[config.mk]
export PLATFORM = sky130hd
export DESIGN_NAME = paged_kv_slot_mapper
export DESIGN_NICKNAME = d
export VERILOG_FILES = /design/src/rtl/core/pkv_pkg.sv /design/src/rtl/core/paged_kv_slot_mapper.sv /design/src/rtl/core/pkv_front.sv /design/src/rtl/core/pkv_queue.sv /design/src/rtl/core/pkv_back.sv
export SDC_FILE = /design/constraint.sdc
export NUM_CORES = 2
export LEC_CHECK = 0
export ABC_AREA = 1
export BUFFER_PORTS_ARGS = -buffer_cell sky130_fd_sc_hd__buf_2
export CAP_MARGIN = 20
export CORE_MARGIN = 5
export CORE_UTILIZATION = 55
export DETAILED_ROUTE_END_ITERATION = 6
export MAX_ROUTING_LAYER = met4
export PLACE_DENSITY = 0.7
export SLEW_MARGIN = 20
export SYNTH_ARGS = -nofsm -noshare
export SYNTH_HDL_FRONTEND = slang
export SYNTH_SLANG_ARGS = --single-unit
[constraint.sdc]
create_clock -name clk -period 7.1 [get_ports clk]
set_input_delay 0.355 -clock clk [delete_from_list [all_inputs] [get_ports clk]]
set_output_delay 0.355 -clock clk [all_outputs]
set_load 0.01 [all_outputs]
[src/rtl/core/pkv_pkg.sv]
// Package for the paged KV slot mapper: field widths, item and result codes,
// and the queue entry passed from the front end to the back end.
// No dependencies.
`default_nettype none

package pkv_pkg;

  localparam int MAX_PAGE_SIZE_DEF = 32;
  localparam int MAX_BATCH_DEF     = 256;
  localparam int QUEUE_DEPTH       = 4;

  localparam int LEN_W   = 20;
  localparam int PID_W   = 16;
  localparam int SIZE_W  = 6;
  localparam int OFS_W   = 24;
  localparam int ENTRY_W = 21;
  localparam int BIDX_W  = 8;
  localparam int LO_W    = PID_W + SIZE_W;   // page start / page id times size

  typedef enum logic [1:0] {
    IK_BEGIN  = 2'd0,
    IK_HEADER = 2'd1,
    IK_PAGE   = 2'd2,
    IK_UNUSED = 2'd3
  } item_kind_t;

  localparam logic [1:0] RK_INDEX   = 2'd0;
  localparam logic [1:0] RK_SLOT    = 2'd1;
  localparam logic [1:0] RK_SUMMARY = 2'd2;

  // Classified work item handed to the back end
  typedef struct packed {
    item_kind_t          kind;
    logic [LEN_W-1:0]    total;
    logic [LEN_W-1:0]    new_cnt;   // clamped to total
    logic [LEN_W-1:0]    start;     // total - new_cnt
    logic [PID_W-1:0]    pages;     // page count, saturated
    logic [SIZE_W-1:0]   fill;      // tokens in last page, 0 for empty request
    logic                err;
    logic [PID_W-1:0]    pid;
  } pkv_entry_t;

endpackage

`default_nettype wire

[src/rtl/core/paged_kv_slot_mapper.sv]
// Paged KV slot mapper top: page size register, front end, queue and back end (pkv_pkg).
// A header runs through the front divider, waiting while the queue is full, before it
// enters the queue; a page item's first result is registered the cycle after it leaves
// the queue. One result transfer per cycle while result_stall is low; a page item gives
// an index, a slot per token and, on its last page, a summary; a header stalls the input.
// Reset: synchronous; page size returns to 16, all offsets and counters clear.
`default_nettype none

module paged_kv_slot_mapper
  import pkv_pkg::*;
#(
  parameter int MAX_PAGE_SIZE = MAX_PAGE_SIZE_DEF,
  parameter int MAX_BATCH     = MAX_BATCH_DEF
) (
  input  wire logic               clk,
  input  wire logic               rst,
  input  wire logic               cfg_we,
  input  wire logic [SIZE_W-1:0]  cfg_wdata,
  input  wire logic               item_valid,
  output logic                    item_stall,
  input  wire logic [1:0]         kind,
  input  wire logic [LEN_W-1:0]   req_total,
  input  wire logic [LEN_W-1:0]   new_len,
  input  wire logic [PID_W-1:0]   page_id,
  output logic                    result_valid,
  input  wire logic               result_stall,
  output logic [1:0]              result_kind,
  output logic [BIDX_W-1:0]       batch_index,
  output logic [ENTRY_W-1:0]      entry_value,
  output logic [LEN_W-1:0]        token_position,
  output logic [OFS_W-1:0]        page_end_offset,
  output logic [OFS_W-1:0]        token_end_offset,
  output logic [SIZE_W-1:0]       last_page_fill,
  output logic                    length_error,
  output logic                    last
);

  logic [SIZE_W-1:0] tok_per_page;
  logic [SIZE_W-1:0] eff_size;
  logic              push;
  pkv_entry_t        push_entry;
  logic              full;
  logic              pop;
  pkv_entry_t        head;
  logic              head_valid;

  // Page size register; the value used is saturated to 1..MAX_PAGE_SIZE
  always_ff @(posedge clk) begin
    if (rst) begin
      tok_per_page <= SIZE_W'(16);
    end else if (cfg_we) begin
      tok_per_page <= cfg_wdata;
    end
  end

  assign eff_size = (tok_per_page == '0) ? SIZE_W'(1) :
                    ((tok_per_page > SIZE_W'(MAX_PAGE_SIZE)) ? SIZE_W'(MAX_PAGE_SIZE) :
                     tok_per_page);

  pkv_front u_front (
    .clk        (clk),
    .rst        (rst),
    .size       (eff_size),
    .item_valid (item_valid),
    .item_stall (item_stall),
    .kind       (kind),
    .req_total  (req_total),
    .new_len    (new_len),
    .page_id    (page_id),
    .push       (push),
    .push_entry (push_entry),
    .full       (full)
  );

  pkv_queue u_queue (
    .clk        (clk),
    .rst        (rst),
    .push       (push),
    .push_entry (push_entry),
    .full       (full),
    .pop        (pop),
    .head       (head),
    .head_valid (head_valid)
  );

  pkv_back #(
    .MAX_BATCH (MAX_BATCH)
  ) u_back (
    .clk              (clk),
    .rst              (rst),
    .size             (eff_size),
    .head             (head),
    .head_valid       (head_valid),
    .pop              (pop),
    .result_valid     (result_valid),
    .result_stall     (result_stall),
    .result_kind      (result_kind),
    .batch_index      (batch_index),
    .entry_value      (entry_value),
    .token_position   (token_position),
    .page_end_offset  (page_end_offset),
    .token_end_offset (token_end_offset),
    .last_page_fill   (last_page_fill),
    .length_error     (length_error),
    .last             (last)
  );

endmodule

`default_nettype wire

[src/rtl/core/pkv_front.sv]
// Front end: accepts input items, runs the page-count division for request
// headers and pushes classified entries into the queue. Uses pkv_pkg.
`default_nettype none

module pkv_front
  import pkv_pkg::*;
(
  input  wire logic              clk,
  input  wire logic              rst,
  input  wire logic [SIZE_W-1:0] size,
  input  wire logic              item_valid,
  output logic                   item_stall,
  input  wire logic [1:0]        kind,
  input  wire logic [LEN_W-1:0]  req_total,
  input  wire logic [LEN_W-1:0]  new_len,
  input  wire logic [PID_W-1:0]  page_id,
  output logic                   push,
  output pkv_entry_t             push_entry,
  input  wire logic              full
);

  localparam int CNT_W = $clog2(LEN_W + 1);

  item_kind_t         in_kind;
  logic               accept;
  logic               div_busy;
  logic [CNT_W-1:0]   div_cnt;
  logic [SIZE_W-1:0]  div_rem;
  logic [LEN_W-1:0]   div_quo;
  logic [LEN_W-1:0]   hdr_total;
  logic [LEN_W-1:0]   hdr_new;
  logic [SIZE_W:0]    trial;
  logic               trial_ge;
  logic [SIZE_W-1:0]  rem_next;
  logic               div_done;
  logic [LEN_W:0]     np_full;
  logic               np_sat;
  logic               new_over;
  logic [LEN_W-1:0]   new_clamped;
  logic [SIZE_W-1:0]  fill;

  assign in_kind    = item_kind_t'(kind);
  assign item_stall = div_busy || full;
  assign accept     = item_valid && !item_stall;
  assign div_done   = div_busy && (div_cnt == '0);

  // One quotient bit per cycle, restoring division of total by page size
  assign trial    = {div_rem, div_quo[LEN_W-1]};
  assign trial_ge = trial >= {1'b0, size};
  assign rem_next = trial_ge ? SIZE_W'(trial - {1'b0, size}) : trial[SIZE_W-1:0];

  always_ff @(posedge clk) begin
    if (rst) begin
      div_busy <= 1'b0;
      div_cnt  <= '0;
    end else if (accept && in_kind == IK_HEADER) begin
      div_busy <= 1'b1;
      div_cnt  <= CNT_W'(LEN_W);
    end else if (div_busy && div_cnt != '0) begin
      div_cnt  <= div_cnt - CNT_W'(1);
    end else if (div_done && !full) begin
      div_busy <= 1'b0;
    end
  end

  always_ff @(posedge clk) begin
    if (accept && in_kind == IK_HEADER) begin
      div_rem   <= '0;
      div_quo   <= req_total;
      hdr_total <= req_total;
      hdr_new   <= new_len;
    end else if (div_busy && div_cnt != '0) begin
      div_rem   <= rem_next;
      div_quo   <= {div_quo[LEN_W-2:0], trial_ge};
    end
  end

  // Header results: page count with rounding up, clamp, last page fill
  assign np_full     = {1'b0, div_quo} + (LEN_W + 1)'(div_rem != '0);
  assign np_sat      = np_full > (LEN_W + 1)'({PID_W{1'b1}});
  assign new_over    = hdr_new > hdr_total;
  assign new_clamped = new_over ? hdr_total : hdr_new;
  assign fill        = (hdr_total == '0) ? '0 : ((div_rem == '0) ? size : div_rem);

  // Queue push: finished header, or begin/page item taken straight through
  always_comb begin
    push       = 1'b0;
    push_entry = '0;
    if (div_busy) begin
      push               = div_done && !full;
      push_entry.kind    = IK_HEADER;
      push_entry.total   = hdr_total;
      push_entry.new_cnt = new_clamped;
      push_entry.start   = hdr_total - new_clamped;
      push_entry.pages   = np_sat ? {PID_W{1'b1}} : np_full[PID_W-1:0];
      push_entry.fill    = fill;
      push_entry.err     = new_over || np_sat;
    end else begin
      push               = accept && (in_kind == IK_BEGIN || in_kind == IK_PAGE);
      push_entry.kind    = in_kind;
      push_entry.pid     = page_id;
    end
  end

endmodule

`default_nettype wire

[src/rtl/core/pkv_queue.sv]
// Short queue of classified entries between front end and back end.
// Uses pkv_pkg for the entry type and depth.
`default_nettype none

module pkv_queue
  import pkv_pkg::*;
(
  input  wire logic  clk,
  input  wire logic  rst,
  input  wire logic  push,
  input  pkv_entry_t push_entry,
  output logic       full,
  input  wire logic  pop,
  output pkv_entry_t head,
  output logic       head_valid
);

  localparam int PTR_W = (QUEUE_DEPTH > 1) ? $clog2(QUEUE_DEPTH) : 1;
  localparam int CNT_W = $clog2(QUEUE_DEPTH + 1);

  pkv_entry_t        slots [QUEUE_DEPTH];
  logic [PTR_W-1:0]  wr_ptr;
  logic [PTR_W-1:0]  rd_ptr;
  logic [CNT_W-1:0]  count;

  assign full       = count == CNT_W'(QUEUE_DEPTH);
  assign head_valid = count != '0;
  assign head       = slots[rd_ptr];

  // Pointers and fill level
  always_ff @(posedge clk) begin
    if (rst) begin
      wr_ptr <= '0;
      rd_ptr <= '0;
      count  <= '0;
    end else begin
      if (push) begin
        wr_ptr <= (wr_ptr == PTR_W'(QUEUE_DEPTH - 1)) ? '0 : wr_ptr + PTR_W'(1);
      end
      if (pop) begin
        rd_ptr <= (rd_ptr == PTR_W'(QUEUE_DEPTH - 1)) ? '0 : rd_ptr + PTR_W'(1);
      end
      if (push && !pop) begin
        count <= count + CNT_W'(1);
      end else if (pop && !push) begin
        count <= count - CNT_W'(1);
      end
    end
  end

  always_ff @(posedge clk) begin
    if (push) begin
      slots[wr_ptr] <= push_entry;
    end
  end

`ifndef SYNTHESIS
  a_no_overflow: assert property (@(posedge clk) disable iff (rst) !(push && full))
    else $error("queue push while full");
  a_no_underflow: assert property (@(posedge clk) disable iff (rst) !(pop && !head_valid))
    else $error("queue pop while empty");
`endif

endmodule

`default_nettype wire

[src/rtl/core/pkv_back.sv]
// Back end: holds the batch and request state, walks the tokens of each page
// and drives the registered result channel. Uses pkv_pkg.
`default_nettype none

module pkv_back
  import pkv_pkg::*;
#(
  parameter int MAX_BATCH = MAX_BATCH_DEF
) (
  input  wire logic               clk,
  input  wire logic               rst,
  input  wire logic [SIZE_W-1:0]  size,
  input  pkv_entry_t              head,
  input  wire logic               head_valid,
  output logic                    pop,
  output logic                    result_valid,
  input  wire logic               result_stall,
  output logic [1:0]              result_kind,
  output logic [BIDX_W-1:0]       batch_index,
  output logic [ENTRY_W-1:0]      entry_value,
  output logic [LEN_W-1:0]        token_position,
  output logic [OFS_W-1:0]        page_end_offset,
  output logic [OFS_W-1:0]        token_end_offset,
  output logic [SIZE_W-1:0]       last_page_fill,
  output logic                    length_error,
  output logic                    last
);

  typedef enum logic [2:0] {
    S_IDLE = 3'b001,
    S_TOK  = 3'b010,
    S_SUM  = 3'b100
  } state_t;

  state_t             state;
  logic [OFS_W-1:0]   page_sum;
  logic [OFS_W-1:0]   tok_sum;
  logic [BIDX_W-1:0]  req_cnt;
  logic [LEN_W-1:0]   cur_total;
  logic [LEN_W-1:0]   cur_new;
  logic [LEN_W-1:0]   cur_start;
  logic [PID_W-1:0]   pages_seen;
  logic [PID_W-1:0]   pages_exp;
  logic               cur_err;
  logic [SIZE_W-1:0]  cur_fill;
  logic [LO_W-1:0]    page_lo;
  logic [LO_W-1:0]    pid_mul;
  logic [LEN_W-1:0]   tok_p;
  logic [LEN_W-1:0]   tok_end;
  logic [SIZE_W-1:0]  tok_off;
  logic               sum_pending;

  logic               out_free;
  logic               take_head;
  logic               page_open;
  logic [PID_W-1:0]   seen_next;
  logic               will_sum;
  logic [LO_W:0]      page_hi;
  logic [LO_W-1:0]    tok_a;
  logic [LEN_W-1:0]   tok_b;
  logic               has_tok;
  logic               tok_last;
  logic [OFS_W-1:0]   pe_next;
  logic [OFS_W-1:0]   te_next;
  logic [BIDX_W-1:0]  req_next;

  logic               emit;
  logic [1:0]         r_kind;
  logic [ENTRY_W-1:0] r_entry;
  logic [LEN_W-1:0]   r_pos;
  logic [OFS_W-1:0]   r_pe;
  logic [OFS_W-1:0]   r_te;
  logic [SIZE_W-1:0]  r_fill;
  logic               r_last;

  assign out_free  = !result_valid || !result_stall;
  assign take_head = (state == S_IDLE) && head_valid && out_free;
  assign pop       = take_head;

  // Token range of the page at the queue head
  assign page_open = pages_seen < pages_exp;
  assign seen_next = pages_seen + PID_W'(1);
  assign will_sum  = seen_next >= pages_exp;
  assign page_hi   = {1'b0, page_lo} + (LO_W + 1)'(size);
  assign tok_a     = (page_lo > LO_W'(cur_start)) ? page_lo : LO_W'(cur_start);
  assign tok_b     = ((LO_W + 1)'(cur_total) < page_hi) ? cur_total : page_hi[LEN_W-1:0];
  assign has_tok   = LO_W'(tok_b) > tok_a;
  assign tok_last  = LEN_W'(tok_p + LEN_W'(1)) == tok_end;

  // Summary values and batch counter wrap
  assign pe_next  = page_sum + OFS_W'(pages_exp);
  assign te_next  = tok_sum + OFS_W'(cur_new);
  assign req_next = ((32'(req_cnt) + 32'd1) >= 32'(MAX_BATCH)) ? '0 : req_cnt + BIDX_W'(1);

  // Result selection
  always_comb begin
    emit    = 1'b0;
    r_kind  = RK_INDEX;
    r_entry = '0;
    r_pos   = '0;
    r_pe    = '0;
    r_te    = '0;
    r_fill  = '0;
    r_last  = 1'b0;
    unique case (state)
      S_IDLE: begin
        if (take_head && head.kind == IK_PAGE && page_open) begin
          emit    = 1'b1;
          r_kind  = RK_INDEX;
          r_entry = ENTRY_W'(head.pid);
          r_last  = !has_tok && !will_sum;
        end
      end
      S_TOK: begin
        emit    = out_free;
        r_kind  = RK_SLOT;
        r_entry = ENTRY_W'(pid_mul + LO_W'(tok_off));
        r_pos   = tok_p;
        r_last  = tok_last && !sum_pending;
      end
      S_SUM: begin
        emit    = out_free;
        r_kind  = RK_SUMMARY;
        r_pe    = pe_next;
        r_te    = te_next;
        r_fill  = cur_fill;
        r_last  = 1'b1;
      end
      default: begin
        emit    = 1'b0;
      end
    endcase
  end

  // Sequencer and request state
  always_ff @(posedge clk) begin
    if (rst) begin
      state       <= S_IDLE;
      page_sum    <= '0;
      tok_sum     <= '0;
      req_cnt     <= '0;
      cur_total   <= '0;
      cur_new     <= '0;
      cur_start   <= '0;
      pages_seen  <= '0;
      pages_exp   <= '0;
      cur_err     <= 1'b0;
      cur_fill    <= '0;
      page_lo     <= '0;
      pid_mul     <= '0;
      tok_p       <= '0;
      tok_end     <= '0;
      tok_off     <= '0;
      sum_pending <= 1'b0;
    end else begin
      unique case (state)
        S_IDLE: begin
          if (take_head) begin
            unique case (head.kind)
              IK_BEGIN: begin
                page_sum   <= '0;
                tok_sum    <= '0;
                req_cnt    <= '0;
                cur_total  <= '0;
                cur_new    <= '0;
                cur_start  <= '0;
                pages_seen <= '0;
                pages_exp  <= '0;
                cur_err    <= 1'b0;
                cur_fill   <= '0;
                page_lo    <= '0;
              end
              IK_HEADER: begin
                cur_total  <= head.total;
                cur_new    <= head.new_cnt;
                cur_start  <= head.start;
                pages_seen <= '0;
                pages_exp  <= head.pages;
                cur_err    <= head.err;
                cur_fill   <= head.fill;
                page_lo    <= '0;
                if (head.total == '0) begin
                  state <= S_SUM;
                end
              end
              IK_PAGE: begin
                if (page_open) begin
                  pages_seen  <= seen_next;
                  page_lo     <= page_lo + LO_W'(size);
                  pid_mul     <= LO_W'(head.pid) * LO_W'(size);
                  sum_pending <= will_sum;
                  tok_p       <= tok_a[LEN_W-1:0];
                  tok_end     <= tok_b;
                  tok_off     <= SIZE_W'(tok_a - page_lo);
                  if (has_tok) begin
                    state <= S_TOK;
                  end else if (will_sum) begin
                    state <= S_SUM;
                  end
                end
              end
              IK_UNUSED: begin
                state <= S_IDLE;
              end
            endcase
          end
        end
        S_TOK: begin
          if (out_free) begin
            tok_p   <= tok_p + LEN_W'(1);
            tok_off <= tok_off + SIZE_W'(1);
            if (tok_last) begin
              state <= sum_pending ? S_SUM : S_IDLE;
            end
          end
        end
        S_SUM: begin
          if (out_free) begin
            page_sum   <= pe_next;
            tok_sum    <= te_next;
            req_cnt    <= req_next;
            pages_seen <= '0;
            pages_exp  <= '0;
            state      <= S_IDLE;
          end
        end
        default: begin
          state <= S_IDLE;
        end
      endcase
    end
  end

  // Output register
  always_ff @(posedge clk) begin
    if (rst) begin
      result_valid <= 1'b0;
    end else if (emit) begin
      result_valid <= 1'b1;
    end else if (out_free) begin
      result_valid <= 1'b0;
    end
  end

  always_ff @(posedge clk) begin
    if (emit) begin
      result_kind      <= r_kind;
      batch_index      <= req_cnt;
      entry_value      <= r_entry;
      token_position   <= r_pos;
      page_end_offset  <= r_pe;
      token_end_offset <= r_te;
      last_page_fill   <= r_fill;
      length_error     <= cur_err;
      last             <= r_last;
    end
  end

`ifndef SYNTHESIS
  a_tok_range: assert property (@(posedge clk) disable iff (rst)
    state == S_TOK |-> tok_p < tok_end)
    else $error("token walk beyond page range");
  a_pages_bound: assert property (@(posedge clk) disable iff (rst)
    pages_seen <= pages_exp)
    else $error("more pages seen than expected");
  a_summary_last: assert property (@(posedge clk) disable iff (rst)
    result_valid && result_kind == RK_SUMMARY |-> last)
    else $error("summary transfer without last");
`endif

endmodule

`default_nettype wire
# After elaboration in Yosys (flattened, before gate mapping)
# Memory sizes are Yosys's and may differ from the RTL's. A register that Yosys moved wholly into a read port is not among the register bits.
# Index checks and enable logic that the tools add are counted.
[word_totals]
reg_bits = 441
inputBits = 69
n_memories = 1
wordCells = 237
mem_bits_rw = 404
out_inout_bits = 109
[mem_list]
columns = ["name", "depth", "width", "rd", "rd_clocked_by_memory_dff", "write_ports", "line", "rtl"]
rows = [
  ["u_queue.slots", 4, 101, 1, 1, 1, "pkv_queue.sv:21", "pkv_entry_t slots [QUEUE_DEPTH];"],
]
[classes]
muxes = 84
n_eq_ne = 27
multipliers = 1
add_sub_neg = 19
n_reduce_logical = 57
order_cmp = 10
[ops]
columns = ["operator", "count"]
rows = [
  ["20-bit 2-to-1 mux", 8],
  ["20-bit case mux with 2 select lines", 4],
  ["16-bit case mux with 2 select lines", 4],
  ["16-bit 2-to-1 mux", 7],
  ["24-bit 2-to-1 mux", 4],
  ["24-bit case mux with 2 select lines", 2],
  ["83-bit 2-to-1 mux", 1],
  ["6-bit 2-to-1 mux", 9],
  ["22-bit 2-to-1 mux", 2],
  ["22-bit case mux with 2 select lines", 1],
  ["21-bit case mux with 2 select lines", 1],
  ["20-bit zero test", 2],
  ["3-bit 2-to-1 mux", 11],
  ["32-bit by 9-bit >= comparator with 1-bit output (second input constant)", 1],
  ["8-bit 2-to-1 mux", 4],
  ["24-bit by 16-bit adder with 24-bit output", 1],
  ["24-bit by 20-bit adder with 24-bit output", 1],
  ["6-bit case mux with 2 select lines", 2],
  ["22-bit by 6-bit adder with 23-bit output", 1],
  ["20-bit by 23-bit < comparator with 1-bit output", 1],
  ["22-bit by 6-bit adder with 22-bit output", 1],
  ["20-bit by 22-bit > comparator with 1-bit output", 1],
  ["22-bit by 20-bit > comparator with 1-bit output", 1],
  ["20-bit by 1-bit adder with 21-bit output", 1],
  ["55 further kinds", 127],
]

# Longest topological paths before layout
[depth]
word_depth = 12
depth_mapped = 43
ltp_nobuf = 41

# Modules after synthesis
# A second synthesis with hierarchy kept.
[unflattened]
hier_cells = 5118
area_unflattened_um2 = 45997.9
[by_module_without_submodules]
columns = ["mod", "area_per_inst_um2", "cells_each", "n_inst", "seq_area_each_um2"]
rows = [
  ["pkv_back", 23562.6, 3195, 1, 8197.9],
  ["pkv_queue", 16223.1, 1037, 1, 12311.8],
  ["pkv_front", 5950.7, 845, 1, 2042.0],
  ["paged_kv_slot_mapper", 261.5, 41, 1, 120.1],
]

# Least setup slack after synthesis
# Ideal clock, no wire load.
[synth_timing]
path_type = "reg2reg"
start = "reg u_front.div_cnt[0]"
end = "mem u_queue.slots[0][0] (netlist bit), enable pin"
period_less_slack_ps = 6063
n_path_buf = 0
arrival_ps = 5501
required_ps = 6538
setup_time_ps = 562
slack_ps = 1037
path_stages_with_launch = 10
path_cell_list = "dfxtp_1 > inv_1 > ha_1 > inv_1 > nor3_1 > nand2_1 > or3_1 > nand2_1 > inv_1 > nor2_1"
[synth_between]
elab_chain_cells = 6
[synth_rtl]
columns = ["item", "line", "rtl"]
rows = [
  ["start: declaration", "pkv_front.sv:27", "logic [CNT_W-1:0] div_cnt;"],
  ["start signal: assignment", "pkv_front.sv:58", "div_cnt <= CNT_W'(LEN_W);"],
  ["start signal: assignment", "pkv_front.sv:60", "div_cnt <= div_cnt - CNT_W'(1);"],
  ["5-bit zero test", "pkv_front.sv:45", "assign div_done = div_busy && (div_cnt == '0);"],
  ["1-bit logical AND", "pkv_front.sv:45", ""],
  ["1-bit logical AND", "pkv_front.sv:90", "push = div_done && !full;"],
  ["1-bit 2-to-1 mux", "pkv_front.sv:89", "if (div_busy) begin"],
  ["named net push", "paged_kv_slot_mapper.sv:40", "logic push;"],
  ["1-bit 2-to-1 mux", "pkv_queue.sv:52", "if (push) begin"],
  ["1-bit 2-to-1 mux (implied by the code)", "pkv_queue.sv:53", "slots[wr_ptr] <= push_entry;"],
  ["end: declaration", "pkv_queue.sv:21", ""],
]
# The timed path passes the listed nets, and every way through them passes these cells.

# Final worst setup path
[layout_timing]
start = "reg tok_per_page[0]"
end = "reg u_back.state[0]"
[layout_between]
elab_chain_cells = 12
word_cells_on_any_way = 15
classes_between = "add/sub (1); order compare (3); eq/ne (1); mux (8); reduce/logical (2)"
[layout_rtl]
columns = ["item", "line", "rtl"]
rows = [
  ["start: declaration", "paged_kv_slot_mapper.sv:38", "logic [SIZE_W-1:0] tok_per_page;"],
  ["start signal: assignment", "paged_kv_slot_mapper.sv:52", "tok_per_page <= cfg_wdata;"],
  ["6-bit > comparator", "paged_kv_slot_mapper.sv:57", "((tok_per_page > SIZE_W'(MAX_PAGE_SIZE)) ? SIZE_W'(MAX_PAGE_SIZE) :"],
  ["6-bit 2-to-1 mux", "paged_kv_slot_mapper.sv:57", ""],
  ["6-bit 2-to-1 mux *", "paged_kv_slot_mapper.sv:56", "assign eff_size = (tok_per_page == '0) ? SIZE_W'(1) :"],
  ["22-bit by 6-bit adder with 23-bit output *", "pkv_back.sv:84", "assign page_hi = {1'b0, page_lo} + (LO_W + 1)'(size);"],
  ["20-bit by 23-bit < comparator with 1-bit output", "pkv_back.sv:86", "assign tok_b = ((LO_W + 1)'(cur_total) < page_hi) ? cur_total : page_hi[LEN_W-1:0];"],
  ["20-bit 2-to-1 mux *", "pkv_back.sv:86", ""],
  ["named net u_back.tok_b[17]", "pkv_back.sv:60", "logic [LEN_W-1:0] tok_b;"],
  ["20-bit by 22-bit > comparator with 1-bit output *", "pkv_back.sv:87", "assign has_tok = LO_W'(tok_b) > tok_a;"],
  ["3-bit 2-to-1 mux", "pkv_back.sv:195", "if (has_tok) begin"],
  ["3-bit 2-to-1 mux", "pkv_back.sv:187", "if (page_open) begin"],
  ["3-bit case mux with 3 select lines", "pkv_back.sv:159", "unique case (head.kind)"],
  ["3-bit 2-to-1 mux", "pkv_back.sv:158", "if (take_head) begin"],
  ["3-bit case mux with 3 select lines", "pkv_back.sv:156", "unique case (state)"],
  ["end signal: assignment", "pkv_back.sv:213", "state <= sum_pending ? S_SUM : S_IDLE;"],
  ["end: declaration", "pkv_back.sv:35", "state_t state;"],
]
# The timed path passes the listed nets; every way through them passes the cells marked *. The select of a mux whose other input is x is not followed.
# A chain may end at the register's enable or synchronous reset.

==> flow_summary.ini <==
[place]
dp_worst_setup_slack_ps = 886
detailed_place.area_mm2 = 0.0464
gp_congestion = 0.965
dp_hpwl_um = 86400
io_buffers = 177

[floorplan]
core_mm2 = 0.0804
fp-row-count = 104
start_util = 0.555
fp.dieH_um = 295
die_area_mm2 = 0.0869
boundaryPins = 178
chipWidth_um = 295

[synth]
yosysTopAreaCellShare = 0.384
synth_area_mm2 = 0.0446
yosys_warnings = 0
synth_area_leaders = edfxtp_1 (38%), dfxtp_1 (12%), nand2_1 (8.3%)
synth_flop_cell = edfxtp_1
ys_ff_latch = 847
syn-num-nets = 5397
ys_seq_area_frac = 0.508
synth_top_cell_by_area = edfxtp_1
syn_inst = 5035
avgSynthCellArea_um2 = 8.86
yosys.cell_types.count = 63
async_flop_share = 0
synth_edf_count = 571

[pwr]
p_seq_frac = 0.334
p_total_mw = 20.0
power_density_mw_per_mm2 = 401
switching_power_mw = 8.43
power.internal_mw = 11.6
netSwitchingFraction = 0.420
comb_power_share = 0.423
clock_power_share = 0.242
total_leakage_power_nw = 20.7
ir_drop_mv = 0.225

[finish]
register_area_mm2 = 0.0227
nets = 5550
drive_gt1_frac = 0.0796
multiInputGateArea_mm2 = 0.0191
fillCellCount = 6780
n_antenna_cell = 0
fin_area_mm2 = 0.0499
syn2layout_area_growth_pct = 11.9

[clocking]
holdBufCountCts = 45
h-tree-depth = 3
cts_resized = 0
cts.sinks = 847
cts_inserted_buffers = 91
cts_tree = yes
cts_max_path_buffers = 3
clkSlewWorstSetupHoldPaths_ps = 60
cts_root_buffer = clkbuf_16
insertion_delay_ps = 650
post_cts_buffers = 0

[timing]
worst_slack_ps = 761
final-hold-violation-count = 0
setup_viol = 0
post-route-period-util = 0.893
maxSlewHeadroom = 0.311
worst-slew-pin-transition_ps = 1030
timing.fmax_ghz = 0.158
tns_ps = 0
rsz0062_at_grt = false
skew_ps = 28.1
hold_ws_ps = 35.5
timing.final.crit_period_ps = 6340
slew_viol_final = 0

[critical_path]
critPathMostFrequentCell = nand2_1
cp_top_family = simple AND/OR/NAND/NOR gates
critPathRequiredTime_ps = 7570
crit_slowest_cell = o21ai_1
endpoint_kind = flip-flop
worstSetupPathDepth = 34
crit_path_max_incr_delay_ps = 530
path_class = flip-flop to flip-flop
crit_path_start_kind = flip-flop
crit_buf_inv = 4
critPathMaxFanout = 21
r2r_slack_ps = 760
reg2reg_depth = 34
cp.arrival_ps = 6810

[route]
drt-pass1-iter-count = 7
detail-route-antenna-nets = 0
vias_per_cell = 5.70
met1Wirelength_um = 55000
vias = 36100
route.met3.wl_um = 10600
drt-total-wl_um = 124000
met2WireLength_um = 55100
drcViolationCount = 0
drt_first_iter_violations = 3726
dr.max_layer_used = met4
avgRoutedWirePerCell_um = 19.5

[global_route]
grt_overflow = 0
grt_usage = 0.287
grt_max_degree = 128
grt_pass1_wl_um = 191000
grt_pass1_vias = 33500
antenna_found_initial = 1

[hold_path]
hp-class = primary input to flip-flop
holdPathStages = 3

[job]
max_cap_violations = 0

[run_status]
status = complete, no violations
==> layout make-up <==
class,count,area share
flip-flops and latches,847,0.454
multi-input cells,3431,0.382
repair buffers,266,0.0342
well taps,1060,0.0266
clock buffers,128,0.0514
inverters,551,0.0415
clock inverters,43,0.0105
==> sequential cells by signal (all words and copies together) (netlist names), 8 cells and up, named ones only <==
name	count
u_queue.slots	404
u_back.page_end_offset	24
u_back.page_sum	24
u_back.tok_sum	24
u_back.token_end_offset	24
u_back.page_lo	22
u_back.entry_value	21
u_back.pid_mul	21
u_back.cur_new	20
u_back.cur_start	20
u_back.cur_total	20
u_back.tok_end	20
u_back.tok_p	20
u_back.token_position	20
u_front.div_quo	20
u_front.hdr_new	20
u_front.hdr_total	20
u_back.pages_exp	16
u_back.pages_seen	16
u_back.batch_index	8
u_back.req_cnt	8
==> power groups by stage <==
stage               combinational (mW)  sequential, mW  clock, mW
global route                      9.44            6.77       5.13
global placement                  8.17            6.78          0
floorplan                         5.78            6.73          0
finish                            8.48            6.70       4.86
CTS                               8.37            6.69       4.90
detailed placement                8.29            6.79          0
==> Yosys cell counts (3+ instances only) <==
cell type  number
nand2_1       989
edfxtp_1      571
inv_1         532
nor2_1        520
a21oi_1       433
o21ai_0       418
nand3_1       314
dfxtp_1       276
ha_1          229
clkbuf_1      137
o22ai_1        73
fa_1           64
nand4_1        62
xor2_1         62
buf_2          47
nor3_1         43
a211oi_1       42
xnor2_1        28
buf_1          16
nor4_1         16
inv_2          15
o21a_1         15
a31oi_1        11
o21ai_1        11
o31ai_1        11
or2_2          10
a21o_1          8
o21bai_1        7
nand2_2         6
nand3b_1        6
a221oi_1        5
buf_4           5
and2_1          4
nor3b_1         4
o211ai_1        4
clkinv_1        3
nor2_2          3
==> metal layers <==
metal	track usage	up-vias
met3	0.0442	192
met5	-	-
met4	0.0656	0
met1	0.412	17000
met2	0.436	1403
li1	-	17400
==> worst paths after layout <==
check / from / endpoint
worst max-delay path: tok_per_page[0]$_SDFFE_PP0P_ / u_back.state[0]$_SDFFE_PP1P_
worst min-delay path: cfg_we / tok_per_page[0]$_SDFFE_PP0P_
worst max register to register: tok_per_page[0]$_SDFFE_PP0P_ / u_back.state[0]$_SDFFE_PP1P_
worst min register to register: u_back.cur_err$_SDFFE_PP0P_ / u_back.length_error$_DFFE_PP_
==> per-stage QoR <==
stage                     std cells  utilization
after floorplan                5035            -
after global placement         6109        0.577
after detailed placement       6109        0.577
after CTS                      6325        0.621
after global routing           6326        0.621
final                          6326        0.621
==> worst reg2reg max path, delay by kind of cell, from the launching register on <==
kind            cells  cell delay [ps]
flops               1              310
fa+ha+maj           3              890
simple gates       23             3410
compound gates      3              790
buf+inv             4              430
xor+xnor            1              350
==> cell families (layout without fill, tap and decap cells) <==
logic type | Yosys count | after routing | synth area share
buffers and inverters | 757 | 988 | 0.0657
AO/OA/AOI/OAI | 1055 | 1055 | 0.128
AND/OR/NAND/NOR | 1991 | 1991 | 0.187
XOR/XNOR | 92 | 92 | 0.0187
flip-flops | 847 | 847 | 0.508
adder cells (fa/ha/maj) | 293 | 293 | 0.0930
==> layout by cell type, fill, tap and decap left out, drive strengths merged, types with 2 or more instances in the layout <==
| cell | synthesis | routed |
|---|---|---|
| nand2 | 995 | 995 |
| edfxtp | 571 | 571 |
| inv | 548 | 552 |
| nor2 | 526 | 526 |
| a21oi | 434 | 434 |
| o21ai | 429 | 429 |
| nand3 | 316 | 316 |
| dfxtp | 276 | 276 |
| ha | 229 | 229 |
| buf | 69 | 221 |
| clkbuf | 137 | 128 |
| o22ai | 73 | 73 |
| fa | 64 | 64 |
| nand4 | 63 | 63 |
| xor2 | 62 | 62 |
| nor3 | 47 | 47 |
| dlygate4sd3 | 0 | 45 |
| a211oi | 42 | 42 |
| clkinv | 3 | 31 |
| xnor2 | 28 | 28 |
| nor4 | 16 | 16 |
| o21a | 15 | 15 |
| a31oi | 11 | 11 |
| o31ai | 11 | 11 |
| or2 | 11 | 11 |
| bufinv | 0 | 9 |
| a21o | 8 | 8 |
| o21bai | 7 | 7 |
| nand3b | 6 | 6 |
| a221oi | 5 | 5 |
| o211ai | 4 | 4 |
| and2 | 4 | 4 |
| nor3b | 4 | 4 |
| or3 | 2 | 2 |
| o32ai | 2 | 2 |
| xnor3 | 2 | 2 |
| o211a | 2 | 2 |
| a22oi | 2 | 2 |
| clkinvlp | 0 | 2 |
No activity file was read; power rests on OpenSTA's default activity.
